$ cat src/swm_pkg.sv
// Shared types and constants of the sliding window maximum core.
package swm_pkg;

	localparam int DATA_W = 32;
	localparam int CFG_W  = 7;

	// One deque slot: a kept flag and the sample it holds
	typedef struct packed {
		logic                     kept;
		logic signed [DATA_W-1:0] value;
	} entry_t;

endpackage

$ cat src/swm_cell.sv
// One cell of the sample chain: holds the sample of one fixed age and its kept flag.
module swm_cell
	import swm_pkg::*;
#(
	parameter int AGE = 0,
	parameter int K_W = 7
) (
	input  logic                     clk,
	input  logic                     arst_n,
	input  logic                     en,
	input  logic [K_W-1:0]           k,
	input  logic signed [DATA_W-1:0] sample,
	input  entry_t                   left,
	output entry_t                   slot
);

	logic   kept_q;
	logic   signed [DATA_W-1:0] value_q;
	logic   keep_nx;

	// survives if still inside the window and not beaten by the new sample
	assign keep_nx = left.kept && (K_W'(AGE) < k) && !($signed(left.value) < sample);

	always_ff @(posedge clk or negedge arst_n) begin
		if (!arst_n) begin
			kept_q <= 1'b0;
		end else if (en) begin
			kept_q <= keep_nx;
		end
	end

	// sample moves one cell further every accepted request
	always_ff @(posedge clk) begin
		if (en) begin
			value_q <= left.value;
		end
	end

	assign slot.kept  = kept_q;
	assign slot.value = value_q;

endmodule

$ cat config.mk
export PLATFORM = sky130hd
export DESIGN_NAME = swm_cell
export DESIGN_NICKNAME = d
export VERILOG_FILES = /design/src/swm_pkg.sv /design/src/swm_cell.sv
export SDC_FILE = /design/constraint.sdc
export NUM_CORES = 1
export LEC_CHECK = 0
export BUFFER_PORTS_ARGS = -buffer_cell sky130_fd_sc_hd__buf_2
export CORE_ASPECT_RATIO = 0.7
export CORE_MARGIN = 4
export CORE_UTILIZATION = 47
export CTS_BUF_LIST = sky130_fd_sc_hd__clkbuf_4 sky130_fd_sc_hd__clkbuf_8 sky130_fd_sc_hd__clkbuf_16
export DETAILED_ROUTE_END_ITERATION = 8
export PLACE_DENSITY_LB_ADDON = 0.05
export SETUP_SLACK_MARGIN = 0.1
export SLEW_MARGIN = 20
export SYNTH_ARGS = -nofsm -noshare
export SYNTH_HDL_FRONTEND = slang
export SYNTH_SLANG_ARGS = --single-unit
$ cat constraint.sdc
create_clock -name clk -period 1.43 [get_ports clk]
set_input_delay 0.143 -clock clk [delete_from_list [all_inputs] [get_ports clk]]
set_output_delay 0.143 -clock clk [all_outputs]
set_load 0.01 [all_outputs]
==> results.tsv <==
metric	value	unit
status	finished with violations	
violations	negative setup slack	
synthCells	153	
cts.htree.levels	2	
first_pass_iters	4	
skew	0	ns
worst_pin_slew	0.513	ns
cts.sinks	33	
yosysUniqueCellTypes	22	
slew_violations	0	
drt_iter0_markers	52	
synth_nets	259	
slew-limit-headroom	64.9	%
wl	4550	µm
seqPwrFrac	47.3	%
min_path_type	input port to flop	
vias	1573	
insertion_delay	0.27	ns
place_inst	323	
drc	0	
hold_viol	0	
setup_slack	-0.246	ns
switching_share	24.7	%
gp_congestion	0.705	
start_kind	input port	
dr_wl_met3	490	µm
grtUsageTotal	18.0	%
diodes	0	
end_kind	flop	
dr_wl_met2	2120	µm
grt_overflow	0	
antenna_found_initial	0	
drive_gt1_share	55.3	%
synth_top_area_share	53.0	%
yosysWarnings	0	
die-area	4930	µm²
fin_cells	334	
routed.top_layer	met4	
max_freq	597	MHz
core_area	3630	µm²
finalCritPeriodShare	117	%
synth_top_area_cell	edfxtp_1	
power_switching	0.608	mW
crit_type	input port to flop	
nFillCells	247	
powerDensity	860	nW/µm²
syn_area	1810	µm²
grt_start_max_net_pins	19	
ys_seq_elements	33	
rows	18	
p_comb_share	23.6	%
die_w	82.2	µm
cts_inserted_buffers	5	
root_buffer	clkbuf_8	
rsz0062_at_grt	yes	
clockBufferDepth	2	
via_per_inst	4.71	
dpl-instance-area	2640	µm²
critPathMaxFanout	3	
first_global_vias	1478	
clk_transition_reported_paths	0.06	ns
nets	389	
place_hpwl	3680	µm
multi_input_area	852	µm²
maxCapViolations	0	
io_buffers	107	
cp.required	1.58	ns
ff_latch_area	986	µm²
initial_core_util	50.0	%
io_pins	108	
peakVddDrop	0.000678	V
min_period	1.68	ns
syn2layout_area_growth	57.6	%
finalSetupTns	-0.246	ns
ys_top_cells_by_area	edfxtp_1 53%, ha_1 21%, inv_1 6.8%, a21oi_1 4.1%, nand4_1 2.1%	
fp.dieH	59.9	µm
wl_per_cell	13.6	µm
wl_met1	1900	µm
cp.arrival	1.83	ns
cts_tree	done	
clockPowerShare	29.1	%
cellLeakagePower	1.40	nW
syn_avg_cell_area	11.8	µm²
synth_seq_area_share	54.4	%
final_area	2860	µm²
intPower	1.85	mW
ant_nets	0	
grt_pass1_wl	6530	µm
setup_viol	1	
critical path, stage by stage:
cell	delay (ns)
buf_2	0.12
ha_4	0.24
a21oi_2	0.11
nand2_1	0.07
a221o_1	0.31
a211o_1	0.28
a32o_1	0.25
or3_1	0.30
repair_timing:
action,4_1_cts,5_1_grt
pin swaps,2,14
gates resized for setup,2,19
hold buffers,1,0
hold endpoints to repair,1,0
setup endpoints to repair,1,1
setup buffers,1,1
synthesized netlist by cell type:
master / n
a211o_1: 1
o211ai_1: 1
nor3_1: 2
dfrtp_1: 1
edfxtp_1: 32
a21oi_1: 15
a32o_1: 1
o21ai_0: 6
buf_4: 1
nand2_1: 8
or3_1: 1
nor3b_1: 1
a221o_1: 1
nand3_1: 3
ha_1: 31
a2111oi_0: 2
nand2b_1: 1
nand4_1: 6
nor2_1: 2
nor4_1: 2
inv_1: 33
a21o_1: 2
placed cells by master (no fill, tap or decap), types with 3 or more instances in the layout:
cell	Yosys	layout
a21oi_1	15	12
a21oi_2	0	3
buf_2	0	97
buf_4	1	17
buf_6	0	9
clkbuf_4	0	3
clkbuf_8	0	5
edfxtp_1	32	32
ha_1	31	20
ha_4	0	11
inv_1	33	23
inv_2	0	4
inv_4	0	6
nand2_1	8	8
nand3_1	3	3
nand4_1	6	6
o21ai_0	6	5
kinds of logic (layout without fill, tap and decap cells):
group | Yosys count | after routing | share of synthesized area [%]
buffers and inverters | 34 | 165 | 7.25
AND/OR/NAND/NOR | 26 | 26 | 7.32
AO/OA/AOI/OAI | 29 | 29 | 9.60
flip-flops | 33 | 33 | 54.4
adder cells (fa/ha/maj) | 31 | 31 | 21.4
metal layers:
metal	track usage (%)	up-vias
li1	-	812
met1	21.9	688
met2	29.9	67
met3	7.23	6
met4	4.50	0
met5	0	-
flip-flops by register name, indices dropped and copies added (netlist names):
signal,count
value_q,32
kept_q,1
power by group through the flow:
stage	clock (mW)	combinational, mW	sequential (mW)
floorplan	0	0.190	1.23
global placement	0	0.516	1.18
detailed placement	0	0.529	1.18
CTS	0.729	0.546	1.16
global route	0.782	0.649	1.17
finish	0.716	0.579	1.16
path summary, 6_finish.rpt:
kind	startpoint	endpoint	slack, ns	cells past startpoint
setup / recovery	left[30]	kept_q	-0.25	8
hold / removal	left[23]	value_q[23]	0.05	1
setup reg to reg	kept_q	kept_q	0.45	2
hold reg to reg	kept_q	kept_q	0.58	2
max in group asynchronous	arst_n	kept_q	1.17	2
min in group asynchronous	arst_n	kept_q	0.18	2
per-stage QoR:
| stage | hold WS (ns) | total power [mW] | utilization [%] | worst slack (ns) |
|---|---|---|---|---|
| floorplan | -0.153 | 1.42 | - | -0.366 |
| global route | 0.0343 | 2.60 | 78.7 | -0.259 |
| CTS | 0.0419 | 2.44 | 76.1 | -0.231 |
| detailed placement | -0.0814 | 1.71 | 72.8 | -0.606 |
| global placement | -0.0808 | 1.70 | 72.8 | -0.531 |
| finish | 0.0487 | 2.46 | 78.7 | -0.246 |
area by class of cell:
class | instances | share of cell area [%]
clock buffer | 8 | 3.20
tap | 50 | 2.19
sequential | 33 | 34.5
timing repair buffer | 124 | 25.4
multi-input combinational | 86 | 29.8
inverter | 33 | 4.86
Power figures use the tool's default switching activity.
